$ cat src/hw/rtl/bsec_pkg.sv
package bsec_pkg;

    localparam int unsigned MAX_ENTRIES    = 32;
    localparam int unsigned FORMAT_ENTRIES = 126;

    localparam logic [6:0]  COUNT_TOP      = 7'd127;

    localparam logic [7:0]  SPT_RESET      = 8'd22;
    localparam logic [7:0]  TPC_RESET      = 8'd3;
    localparam logic [31:0] VOLUME_RESET   = 32'd53790;

    typedef enum logic [1:0] {
        CFG_SPT    = 2'd0,
        CFG_TPC    = 2'd1,
        CFG_VOLUME = 2'd2
    } cfg_index_t;

    typedef enum logic {
        CMD_ENCODE = 1'b0,
        CMD_DECODE = 1'b1
    } cmd_t;

    typedef struct packed {
        cmd_t        cmd;
        logic [31:0] linear_sector;
        logic [15:0] entry_cylinder;
        logic [15:0] entry_track_sector;
        logic        out_of_range;
        logic        end_of_list;
        logic        over_limit;
    } item_t;

endpackage

$ cat src/hw/rtl/bsec_front.sv
module bsec_front (
    input  logic                 clk,
    input  logic                 rst_n,
    input  logic                 in_valid,
    output logic                 in_ready,
    input  logic                 cmd,
    input  logic                 first_entry,
    input  logic [31:0]          linear_sector,
    input  logic [15:0]          entry_cylinder,
    input  logic [15:0]          entry_track_sector,
    input  logic [7:0]           spt_nz,
    input  logic [31:0]          volume_size,
    output logic                 push_valid,
    input  logic                 push_ready,
    output bsec_pkg::item_t      push_item
);
    import bsec_pkg::*;

    logic [6:0] entry_count_reg;
    logic [6:0] entry_count_next;
    logic [6:0] idx;
    logic       is_encode;
    logic       eol;
    logic       over;

    assign in_ready   = push_ready;
    assign push_valid = in_valid;

    assign is_encode = (cmd_t'(cmd) == CMD_ENCODE);
    assign idx       = first_entry ? 7'd0 : entry_count_reg;
    assign eol       = !is_encode && entry_cylinder[15];

    always_comb
    begin
        over = (idx >= 7'(MAX_ENTRIES)) || (idx >= 7'(FORMAT_ENTRIES));
        if (is_encode && ({2'b00, idx} >= {spt_nz, 1'b0}))
        begin
            over = 1'b1;
        end
        if (eol)
        begin
            over = 1'b0;
        end
    end

    always_comb
    begin
        if (eol)
        begin
            entry_count_next = idx;
        end
        else if (idx < COUNT_TOP)
        begin
            entry_count_next = idx + 7'd1;
        end
        else
        begin
            entry_count_next = COUNT_TOP;
        end
    end

    always_comb
    begin
        push_item.cmd                = cmd_t'(cmd);
        push_item.linear_sector      = linear_sector;
        push_item.entry_cylinder     = entry_cylinder;
        push_item.entry_track_sector = entry_track_sector;
        push_item.out_of_range       = is_encode && (linear_sector >= volume_size);
        push_item.end_of_list        = eol;
        push_item.over_limit         = over;
    end

    always_ff @(posedge clk or negedge rst_n)
    begin
        if (!rst_n)
        begin
            entry_count_reg <= '0;
        end
        else if (in_valid && push_ready)
        begin
            entry_count_reg <= entry_count_next;
        end
    end

endmodule

$ cat src/hw/rtl/bsec_queue.sv
module bsec_queue (
    input  logic                 clk,
    input  logic                 rst_n,
    input  logic                 push_valid,
    output logic                 push_ready,
    input  bsec_pkg::item_t      push_item,
    output logic                 pop_valid,
    input  logic                 pop_ready,
    output bsec_pkg::item_t      pop_item
);
    import bsec_pkg::*;

    item_t      mem [2];
    logic       wr_ptr_reg;
    logic       rd_ptr_reg;
    logic [1:0] count_reg;
    logic       do_push;
    logic       do_pop;

    assign push_ready = (count_reg != 2'd2);
    assign pop_valid  = (count_reg != 2'd0);
    assign pop_item   = mem[rd_ptr_reg];
    assign do_push    = push_valid && push_ready;
    assign do_pop     = pop_valid && pop_ready;

    always_ff @(posedge clk)
    begin
        if (do_push)
        begin
            mem[wr_ptr_reg] <= push_item;
        end
    end

    always_ff @(posedge clk or negedge rst_n)
    begin
        if (!rst_n)
        begin
            wr_ptr_reg <= 1'b0;
            rd_ptr_reg <= 1'b0;
            count_reg  <= 2'd0;
        end
        else
        begin
            if (do_push)
            begin
                wr_ptr_reg <= !wr_ptr_reg;
            end
            if (do_pop)
            begin
                rd_ptr_reg <= !rd_ptr_reg;
            end
            if (do_push && !do_pop)
            begin
                count_reg <= count_reg + 2'd1;
            end
            else if (do_pop && !do_push)
            begin
                count_reg <= count_reg - 2'd1;
            end
        end
    end

endmodule

$ cat src/hw/rtl/bsec_back.sv
module bsec_back (
    input  logic                 clk,
    input  logic                 rst_n,
    input  logic                 pop_valid,
    output logic                 pop_ready,
    input  bsec_pkg::item_t      pop_item,
    input  logic [7:0]           spt_nz,
    input  logic [7:0]           tpc_nz,
    output logic                 out_valid,
    input  logic                 out_ready,
    output logic [15:0]          cylinder_out,
    output logic [15:0]          track_sector_out,
    output logic [31:0]          sector_number_out,
    output logic [7:0]           track_out,
    output logic [7:0]           sector_out,
    output logic                 out_of_range,
    output logic                 end_of_list,
    output logic                 over_limit
);
    import bsec_pkg::*;

    typedef enum logic [2:0] {
        ST_IDLE,
        ST_DIV_Q,
        ST_DIV_TS,
        ST_MUL,
        ST_DONE
    } state_t;

    state_t      state_reg;
    item_t       item_reg;
    logic [31:0] dvd_reg;
    logic [15:0] rem_reg;
    logic [15:0] dvsr_reg;
    logic [4:0]  step_reg;
    logic [15:0] q_reg;
    logic [31:0] prod_reg;
    logic        out_valid_reg;
    logic [15:0] cyl_out_reg;
    logic [15:0] ts_out_reg;
    logic [31:0] sn_out_reg;
    logic [7:0]  trk_out_reg;
    logic [7:0]  sec_out_reg;
    logic        oor_out_reg;
    logic        eol_out_reg;
    logic        over_out_reg;

    logic [16:0] div_trial;
    logic        div_ge;
    logic [16:0] div_diff;
    logic [15:0] rem_next;
    logic [31:0] dvd_next;
    logic [24:0] mul_first;
    logic [31:0] mul_second;
    logic        can_load;
    logic [15:0] res_cyl;
    logic [7:0]  res_trk;
    logic [7:0]  res_sec;
    logic [31:0] res_sn;

    assign div_trial = {rem_reg, dvd_reg[31]};
    assign div_ge    = (div_trial >= {1'b0, dvsr_reg});
    assign div_diff  = div_trial - {1'b0, dvsr_reg};
    assign rem_next  = div_ge ? div_diff[15:0] : div_trial[15:0];
    assign dvd_next  = {dvd_reg[30:0], div_ge};

    assign mul_first  = ({9'b0, pop_item.entry_cylinder} * {17'b0, tpc_nz})
                        + {17'b0, pop_item.entry_track_sector[15:8]};
    assign mul_second = 32'(prod_reg * {24'b0, spt_nz})
                        + {24'b0, item_reg.entry_track_sector[7:0]};

    assign pop_ready = (state_reg == ST_IDLE);
    assign can_load  = !out_valid_reg || out_ready;

    always_comb
    begin
        if (item_reg.cmd == CMD_ENCODE)
        begin
            res_cyl = q_reg;
            res_trk = dvd_reg[7:0];
            res_sec = rem_reg[7:0];
            res_sn  = item_reg.linear_sector;
        end
        else
        begin
            res_cyl = item_reg.entry_cylinder;
            res_trk = item_reg.entry_track_sector[15:8];
            res_sec = item_reg.entry_track_sector[7:0];
            res_sn  = item_reg.end_of_list ? 32'd0 : prod_reg;
        end
    end

    always_ff @(posedge clk or negedge rst_n)
    begin
        if (!rst_n)
        begin
            state_reg     <= ST_IDLE;
            out_valid_reg <= 1'b0;
            step_reg      <= '0;
        end
        else
        begin
            if (out_valid_reg && out_ready && state_reg != ST_DONE)
            begin
                out_valid_reg <= 1'b0;
            end
            unique case (state_reg)
                ST_IDLE:
                begin
                    if (pop_valid)
                    begin
                        item_reg <= pop_item;
                        if (pop_item.cmd == CMD_ENCODE)
                        begin
                            dvd_reg   <= pop_item.linear_sector;
                            rem_reg   <= '0;
                            dvsr_reg  <= {8'b0, spt_nz} * {8'b0, tpc_nz};
                            step_reg  <= 5'd31;
                            state_reg <= ST_DIV_Q;
                        end
                        else if (pop_item.end_of_list)
                        begin
                            state_reg <= ST_DONE;
                        end
                        else
                        begin
                            prod_reg  <= {7'b0, mul_first};
                            state_reg <= ST_MUL;
                        end
                    end
                end
                ST_DIV_Q:
                begin
                    if (step_reg == 5'd0)
                    begin
                        q_reg     <= dvd_next[15:0];
                        dvd_reg   <= {rem_next, 16'b0};
                        rem_reg   <= '0;
                        dvsr_reg  <= {8'b0, spt_nz};
                        step_reg  <= 5'd15;
                        state_reg <= ST_DIV_TS;
                    end
                    else
                    begin
                        step_reg <= step_reg - 5'd1;
                        dvd_reg  <= dvd_next;
                        rem_reg  <= rem_next;
                    end
                end
                ST_DIV_TS:
                begin
                    step_reg <= step_reg - 5'd1;
                    dvd_reg  <= dvd_next;
                    rem_reg  <= rem_next;
                    if (step_reg == 5'd0)
                    begin
                        state_reg <= ST_DONE;
                    end
                end
                ST_MUL:
                begin
                    prod_reg  <= mul_second;
                    state_reg <= ST_DONE;
                end
                ST_DONE:
                begin
                    if (can_load)
                    begin
                        out_valid_reg <= 1'b1;
                        cyl_out_reg   <= res_cyl;
                        ts_out_reg    <= (item_reg.cmd == CMD_ENCODE)
                                         ? {res_trk, res_sec}
                                         : item_reg.entry_track_sector;
                        sn_out_reg    <= res_sn;
                        trk_out_reg   <= res_trk;
                        sec_out_reg   <= res_sec;
                        oor_out_reg   <= item_reg.out_of_range;
                        eol_out_reg   <= item_reg.end_of_list;
                        over_out_reg  <= item_reg.over_limit;
                        state_reg     <= ST_IDLE;
                    end
                end
                default:
                begin
                    state_reg <= ST_IDLE;
                end
            endcase
        end
    end

    assign out_valid         = out_valid_reg;
    assign cylinder_out      = cyl_out_reg;
    assign track_sector_out  = ts_out_reg;
    assign sector_number_out = sn_out_reg;
    assign track_out         = trk_out_reg;
    assign sector_out        = sec_out_reg;
    assign out_of_range      = oor_out_reg;
    assign end_of_list       = eol_out_reg;
    assign over_limit        = over_out_reg;

`ifndef SYNTHESIS
    a_div_count: assert property (@(posedge clk) disable iff (!rst_n)
        (state_reg == ST_DIV_Q && step_reg != 5'd0)
        |=> (state_reg == ST_DIV_Q && step_reg == $past(step_reg) - 5'd1))
        else $error("divider step count broken");

    a_rem_bound: assert property (@(posedge clk) disable iff (!rst_n)
        (state_reg == ST_DIV_Q || state_reg == ST_DIV_TS) |-> (rem_reg < dvsr_reg))
        else $error("partial remainder not below divisor");

    a_done_hold: assert property (@(posedge clk) disable iff (!rst_n)
        (state_reg == ST_DONE && out_valid_reg && !out_ready) |=> (state_reg == ST_DONE))
        else $error("result dropped while output stalled");
`endif

endmodule

$ cat src/hw/rtl/bad_sector_entry_codec_core.sv
// Encode: a 32-step quotient divide, then a 16-step track/sector divide, on one shared
//   restoring divider; decode: two multiply-add steps; end marker: straight to the result.
// Back end: one transaction in flight, so the next item is popped only after the last result
//   is loaded into the output registers; a 2-entry queue decouples input.
// Reset (rst_n, async, active low): geometry registers 22/3/53790, entry counter 0,
//   queue and output empty.
module bad_sector_entry_codec_core (
    input  logic        clk,
    input  logic        rst_n,
    input  logic        cfg_valid,
    output logic        cfg_ready,
    input  logic [1:0]  cfg_index,
    input  logic [31:0] cfg_data,
    input  logic        in_valid,
    output logic        in_ready,
    input  logic        cmd,
    input  logic        first_entry,
    input  logic [31:0] linear_sector,
    input  logic [15:0] entry_cylinder,
    input  logic [15:0] entry_track_sector,
    output logic        out_valid,
    input  logic        out_ready,
    output logic [15:0] cylinder_out,
    output logic [15:0] track_sector_out,
    output logic [31:0] sector_number_out,
    output logic [7:0]  track_out,
    output logic [7:0]  sector_out,
    output logic        out_of_range,
    output logic        end_of_list,
    output logic        over_limit
);
    import bsec_pkg::*;

    logic [7:0]  spt_reg;
    logic [7:0]  tpc_reg;
    logic [31:0] volume_reg;
    logic [7:0]  spt_nz;
    logic [7:0]  tpc_nz;

    logic        push_valid;
    logic        push_ready;
    item_t       push_item;
    logic        pop_valid;
    logic        pop_ready;
    item_t       pop_item;

    assign cfg_ready = 1'b1;
    assign spt_nz    = (spt_reg == 8'd0) ? 8'd1 : spt_reg;
    assign tpc_nz    = (tpc_reg == 8'd0) ? 8'd1 : tpc_reg;

    always_ff @(posedge clk or negedge rst_n)
    begin
        if (!rst_n)
        begin
            spt_reg    <= SPT_RESET;
            tpc_reg    <= TPC_RESET;
            volume_reg <= VOLUME_RESET;
        end
        else if (cfg_valid)
        begin
            case (cfg_index_t'(cfg_index))
                CFG_SPT:    spt_reg    <= cfg_data[7:0];
                CFG_TPC:    tpc_reg    <= cfg_data[7:0];
                CFG_VOLUME: volume_reg <= cfg_data;
                default:    ;
            endcase
        end
    end

    bsec_front u_front (
        .clk                (clk),
        .rst_n              (rst_n),
        .in_valid           (in_valid),
        .in_ready           (in_ready),
        .cmd                (cmd),
        .first_entry        (first_entry),
        .linear_sector      (linear_sector),
        .entry_cylinder     (entry_cylinder),
        .entry_track_sector (entry_track_sector),
        .spt_nz             (spt_nz),
        .volume_size        (volume_reg),
        .push_valid         (push_valid),
        .push_ready         (push_ready),
        .push_item          (push_item)
    );

    bsec_queue u_queue (
        .clk        (clk),
        .rst_n      (rst_n),
        .push_valid (push_valid),
        .push_ready (push_ready),
        .push_item  (push_item),
        .pop_valid  (pop_valid),
        .pop_ready  (pop_ready),
        .pop_item   (pop_item)
    );

    bsec_back u_back (
        .clk               (clk),
        .rst_n             (rst_n),
        .pop_valid         (pop_valid),
        .pop_ready         (pop_ready),
        .pop_item          (pop_item),
        .spt_nz            (spt_nz),
        .tpc_nz            (tpc_nz),
        .out_valid         (out_valid),
        .out_ready         (out_ready),
        .cylinder_out      (cylinder_out),
        .track_sector_out  (track_sector_out),
        .sector_number_out (sector_number_out),
        .track_out         (track_out),
        .sector_out        (sector_out),
        .out_of_range      (out_of_range),
        .end_of_list       (end_of_list),
        .over_limit        (over_limit)
    );

endmodule
$ cat config.mk
export PLATFORM = sky130hd
export DESIGN_NAME = bad_sector_entry_codec_core
export DESIGN_NICKNAME = d
export VERILOG_FILES = /design/src/hw/rtl/bsec_pkg.sv /design/src/hw/rtl/bsec_front.sv /design/src/hw/rtl/bsec_queue.sv /design/src/hw/rtl/bsec_back.sv /design/src/hw/rtl/bad_sector_entry_codec_core.sv
export SDC_FILE = /design/constraint.sdc
export NUM_CORES = 2
export LEC_CHECK = 0
export ABC_CLOCK_PERIOD_IN_PS = 6800
export BUFFER_PORTS_ARGS = -buffer_cell sky130_fd_sc_hd__buf_2
export CORE_MARGIN = 8
export CORE_UTILIZATION = 61
export DETAILED_ROUTE_END_ITERATION = 7
export PLACE_DENSITY_LB_ADDON = 0.1
export SLEW_MARGIN = 30
export SYNTH_ARGS = -nofsm -noshare
export SYNTH_HDL_FRONTEND = slang
export SYNTH_SLANG_ARGS = --single-unit
$ cat constraint.sdc
create_clock -name clk -period 6.8 [get_ports clk]
set_clock_uncertainty 0.05 [all_clocks]
set_input_delay 1.02 -clock clk [delete_from_list [all_inputs] [get_ports clk]]
set_output_delay 1.02 -clock clk [all_outputs]
set_load 0.005 [all_outputs]
Word level (Yosys, flattened, before mapping)
Memories as Yosys holds them, arrays and structs flattened.
Cells that the tools add are included.
Widths: inputs -> output; s select.
{"block": "totals", "register_bits": 331, "ramBits": 136, "inputBits": 105, "out_inout_bits": 86, "word_cells": 148, "n_memories": 1}
{"block": "op_classes", "n_addsub": 7, "mul": 3, "order_cmp": 6, "eq_ne": 15, "mux": 48, "bitwise": 1, "reduce_logical": 37}
{"name": "u_queue.mem", "words": 2, "word_bits": 68, "rd": 1, "rd_ports_with_merged_regs": 0, "write_ports": 1, "line_no": "bsec_queue.sv:13", "rtl": "item_t mem [2];"}
{"op": "$mux 32", "count": 8}
{"op": "$mux 16", "count": 9}
{"op": "$pmux 32 s3", "count": 1}
{"op": "$pmux 32 s2", "count": 1}
{"op": "$pmux 16 s3", "count": 1}
{"op": "$add 32x8->32", "count": 1}
{"op": "$ge 32x32->1", "count": 1}
{"op": "$mul 32x8->32", "count": 1}
{"op": "$mux 8", "count": 4}
{"op": "$pmux 16 s2", "count": 1}
{"op": "$add 24x8->25", "count": 1}
{"op": "$mul 16x8->24", "count": 1}
{"op": "$mux 7", "count": 3}
{"op": "$mux 3", "count": 6}
{"op": "$ge 17x16->1", "count": 1}
{"op": "$logic_not 8->1", "count": 2}
{"op": "$mul 8x8->16", "count": 1}
{"op": "$sub 16x16->16", "count": 1}
{"op": "$mux 5", "count": 3}
{"op": "$pmux 3 s5", "count": 1}
{"op": "$pmux 5 s3", "count": 1}
{"op": "$reduce_and 3->1", "count": 4}
{"op": "$ne 2x1->1 const B", "count": 5}
{"op": "$reduce_and 5->1", "count": 2}
{"op": "other kinds (28)", "count": 57}

Longest topological paths before layout
{"block": "logic_depth", "ltp_word": 8, "depth_mapped": 23, "depth_no_buf": 21}

By module
A second synthesis with hierarchy kept.
{"block": "hier_totals", "hier_cells": 3042, "area_unflattened_um2": 33726.1}
{"mod": "bsec_back", "instances": 1, "cells_per_inst": 2434, "area_each_um2": 24656.1, "seq_area_each_um2": 7642.3}
{"mod": "bsec_queue", "instances": 1, "cells_per_inst": 230, "area_each_um2": 5143.7, "seq_area_each_um2": 4184.0}
{"mod": "bsec_front", "instances": 1, "cells_per_inst": 254, "area_each_um2": 1994.4, "seq_area_each_um2": 175.2}
{"mod": "bad_sector_entry_codec_core", "instances": 1, "cells_per_inst": 124, "area_each_um2": 1931.9, "seq_area_each_um2": 1217.4}

Least setup slack after synthesis
No wires, ideal clock.
{"block": "synth_path", "kind": "register -> register", "from": "reg u_queue.rd_ptr_reg", "to": "reg u_back.prod_reg[18], data pin", "setup_time_ns": 0.261, "t_arrival_ns": 5.696, "required_ns": 6.489, "slack_ns": 0.793, "stages_incl_launch_ff": 21, "n_path_buf": 3, "synth_period_minus_slack_ns": 6.007, "path_cell_list": "dfrtp_1 -> clkbuf_1 -> buf_2 -> buf_1 -> mux2_2 -> and2_1 -> fa_1 -> fa_1 -> fa_1 -> inv_1 -> fa_1 -> inv_1 -> ha_1 -> a2111oi_0 -> o21a_1 -> o31a_1 -> a21boi_1 -> a31o_2 -> a21oi_1 -> mux2i_1 -> nand3_1"}
{"element": "from (decl)", "line_no": "bsec_queue.sv:15", "rtl": "logic rd_ptr_reg;"}
{"element": "from (signal assigned)", "line_no": "bsec_queue.sv:50", "rtl": "rd_ptr_reg <= !rd_ptr_reg;"}
{"element": "to (signal assigned)", "line_no": "bsec_back.sv:127", "rtl": "prod_reg <= {7'b0, mul_first};"}
{"element": "to (signal assigned)", "line_no": "bsec_back.sv:162", "rtl": "prod_reg <= mul_second;"}
{"element": "to (decl)", "line_no": "bsec_back.sv:37", "rtl": "logic [31:0] prod_reg;"}

==> results.py <==
metrics = {
    "synthesis": {
        "synthArstFlopShare_pct": 15.1,
        "synth_compound_area_share_pct": 7.21,
        "synthMuxAreaShare_pct": 5.33,
        "syn-num-nets": 3607,
        "synthesis.area_um2": 32900,
        "synth_top_family_by_area": "adder cells",
        "synth_top_area_share_pct": 34.9,
        "synth-main-ff-cell": "edfxtp_1",
        "yosys.area_share.simple_pct": 11.9,
        "synthAdderAreaFrac_pct": 25.8,
        "yosysWarnings": 0,
        "ys_seq_area_share_pct": 40.1,
        "synthCells": 2997,
        "synth_edf_count": 383,
        "ys_top_cells_by_area": "edfxtp_1 (35%), fa_1 (18%), ha_1 (8.1%), inv_1 (5.9%), mux2_2 (4.4%)",
        "ys_ff_latch": 451,
        "yosys.area_share.xor_xnor_pct": 1.89,
        "avgSynthCellArea_um2": 11.0,
        "yosysUniqueCellTypes": 73,
        "yosys.area.top_type": "edfxtp_1",
    },
    "routing": {
        "routedWlPerCell_um": 21.9,
        "ant_nets": 0,
        "detail_route.wirelength_mm": 84.9,
        "drc_errors": 0,
        "drtPass1Iterations": 7,
        "vias": 22400,
        "viasPerCell": 5.78,
        "drt-initial-drc-count": 1785,
    },
    "floorplan": {
        "die_h_um": 248,
        "core_um2": 53600,
        "die_w_um": 248,
        "top_level_ports": 191,
        "die_area_um2": 61700,
        "start_util_pct": 61.5,
        "rows": 85,
    },
    "worst_setup_path": {
        "worstPathArrival_ns": 6.70,
        "r2r_cells": 16,
        "slowest_delay_ns": 0.81,
        "worstPathRequired_ns": 7.07,
        "crit_chain": "mux2_2, and2_1, fa_1, fa_1, fa_1, inv_1, fa_1, inv_1, ha_1, nand3_1, a2111oi_0, o31a_1, a21oi_1, and3_1, nor4_2, a21oi_1",
        "r2r_end": "u_back.prod_reg[23]$_DFFE_PP_",
        "critical_path_buf_inv_count": 2,
        "cp_max_fo": 24,
        "critPathLaunchType": "register",
        "timing.rr.start": "u_queue.rd_ptr_reg$_DFFE_PN0P_",
        "path_delay_family": "adder cells",
        "r2r_setup_slack_ns": 0.37,
        "slowest_stage": "dfrtp_2",
        "worst-setup-path-type": "reg -> reg",
        "crit_top_cell": "fa_1",
        "cp.depth": 16,
        "end_kind": "register",
    },
    "clock_network": {
        "ctsHoldBuffers": 0,
        "clock_latency_ns": 0.59,
        "cts_buffer_depth": 3,
        "cts_tree": "built",
        "cts_num_sinks": 451,
        "clk_pin_slew_ns": 0.06,
        "cts-root-buf": "clkbuf_16",
        "htree_levels": 2,
        "post_cts_resized": 0,
        "post_cts_buffers": 0,
        "numCtsBuffers": 47,
    },
    "timing": {
        "final_hold_viol_count": 0,
        "slew_viol_final": 0,
        "fmax_ghz": 0.156,
        "grt_setup_unrepaired": "false",
        "slew_headroom_pct": 37.0,
        "fin_ws_ns": 0.371,
        "final.min_clock_period_ns": 6.43,
        "fin_crit_sh_pct": 94.5,
        "final.setup.tns_ns": 0,
        "whs_ns": 0.253,
        "worstMarginPinSlew_ns": 0.942,
        "setup_violations": 0,
    },
    "grt": {
        "first_global_vias": 23600,
        "use_met2_pct": 44.4,
        "grt_use_met1_pct": 38.6,
        "grt_use_total_pct": 28.0,
        "grt_max_degree": 76,
        "grt_overflow_total": 0,
        "antenna_found_initial": 2,
        "met3_usage_pct": 5.86,
        "busiest_layer": "met2",
        "grt_pass1_wl_mm": 132,
    },
    "layout": {
        "mostFrequentLayoutCells": "inv_1 (516), edfxtp_1 (383), nand2_1 (292), fa_1 (292), ha_1 (213)",
        "largest_register_ff_count": 136,
        "final_cells": 3883,
        "final_common_cell": "inv_1",
        "nets": 3756,
        "synthToLayoutAreaGrowth_pct": 10.0,
        "final_layout_size_suffix_gt1_share_pct": 15.0,
    },
    "place": {
        "dp_slack_ns": 0.248,
        "numPortBuffers": 189,
        "dpl.hpwl_mm": 63.3,
        "gp_congestion": 0.927,
        "dp_cells": 3791,
    },
    "min_path": {
        "min_path_type": "in -> async",
    },
    "run": {
        "cap_violations": 0,
    },
    "status": {
        "status": "complete, no violations",
    },
}
[per-stage QoR]
stage | area (um2) | utilization, %
after floorplan | 32900 | -
after global placement | 34600 | 64.5
after detailed placement | 34600 | 64.5
after CTS | 36200 | 67.5
after global routing | 36200 | 67.6
final | 36200 | 67.6
[synth_stat cells, types with 13 or more instances]
| library cell | n |
|---|---|
| a21o_1 | 36 |
| a21oi_1 | 89 |
| a22o_1 | 16 |
| a22oi_1 | 13 |
| and2_1 | 201 |
| and3_1 | 13 |
| buf_1 | 14 |
| buf_4 | 17 |
| clkbuf_1 | 101 |
| dfrtp_1 | 55 |
| dfstp_2 | 13 |
| edfxtp_1 | 383 |
| fa_1 | 292 |
| ha_1 | 213 |
| inv_1 | 516 |
| mux2_2 | 130 |
| mux2i_1 | 29 |
| nand2_1 | 292 |
| nand2b_1 | 18 |
| nand3_1 | 22 |
| nor2_1 | 102 |
| nor2b_1 | 61 |
| nor3_1 | 24 |
| o21ai_0 | 63 |
| o21ai_1 | 20 |
| o22ai_1 | 34 |
| xnor2_1 | 43 |
| xor2_1 | 28 |
[cells by family after synthesis]
family                     after synthesis
AOI/OAI and AO/OA                      370
xor gates and xnor gates                71
adders and majority gates              505
buffers and inverters                  653
DFF                                    451
muxes                                  159
other                                    1
and+or+nand+nor                        787
[layout make-up]
type | count | area, um2
Clock inverter | 31 | 377
Timing Repair Buffer | 235 | 1340
Sequential cell | 451 | 13200
Inverter | 518 | 1950
Tap cell | 696 | 871
Multi-Input combinational cell | 1893 | 17200
Clock buffer | 57 | 1230
Antenna cell | 2 | 5.00
Fill cell | 4078 | 17400
[layer usage]
layer  part of all wire, %  wire, um  vias to the layer above
li1                      -         -                    10200
met1                    43     36300                    11300
met2                    46     39300                      826
met3                   7.8      6620                      152
met4                   3.2      2730                        0
met5                     0         0                        -
[worst max-delay path by stage]
| stage | endpoint | start |
|---|---|---|
| after floorplan | u_back.prod_reg[18]$_DFFE_PP_ | u_queue.rd_ptr_reg$_DFFE_PN0P_ |
| after global placement | u_back.prod_reg[23]$_DFFE_PP_ | u_queue.rd_ptr_reg$_DFFE_PN0P_ |
| after detailed placement | u_back.prod_reg[23]$_DFFE_PP_ | u_queue.rd_ptr_reg$_DFFE_PN0P_ |
| after CTS | u_back.prod_reg[23]$_DFFE_PP_ | u_queue.rd_ptr_reg$_DFFE_PN0P_ |
| after global routing | u_back.prod_reg[24]$_DFFE_PP_ | u_queue.rd_ptr_reg$_DFFE_PN0P_ |
| final | u_back.prod_reg[23]$_DFFE_PP_ | u_queue.rd_ptr_reg$_DFFE_PN0P_ |
Power is left out: the tool's default activity adds up to more than one toggle a clock period on the data nets, which glitch-free logic cannot reach.
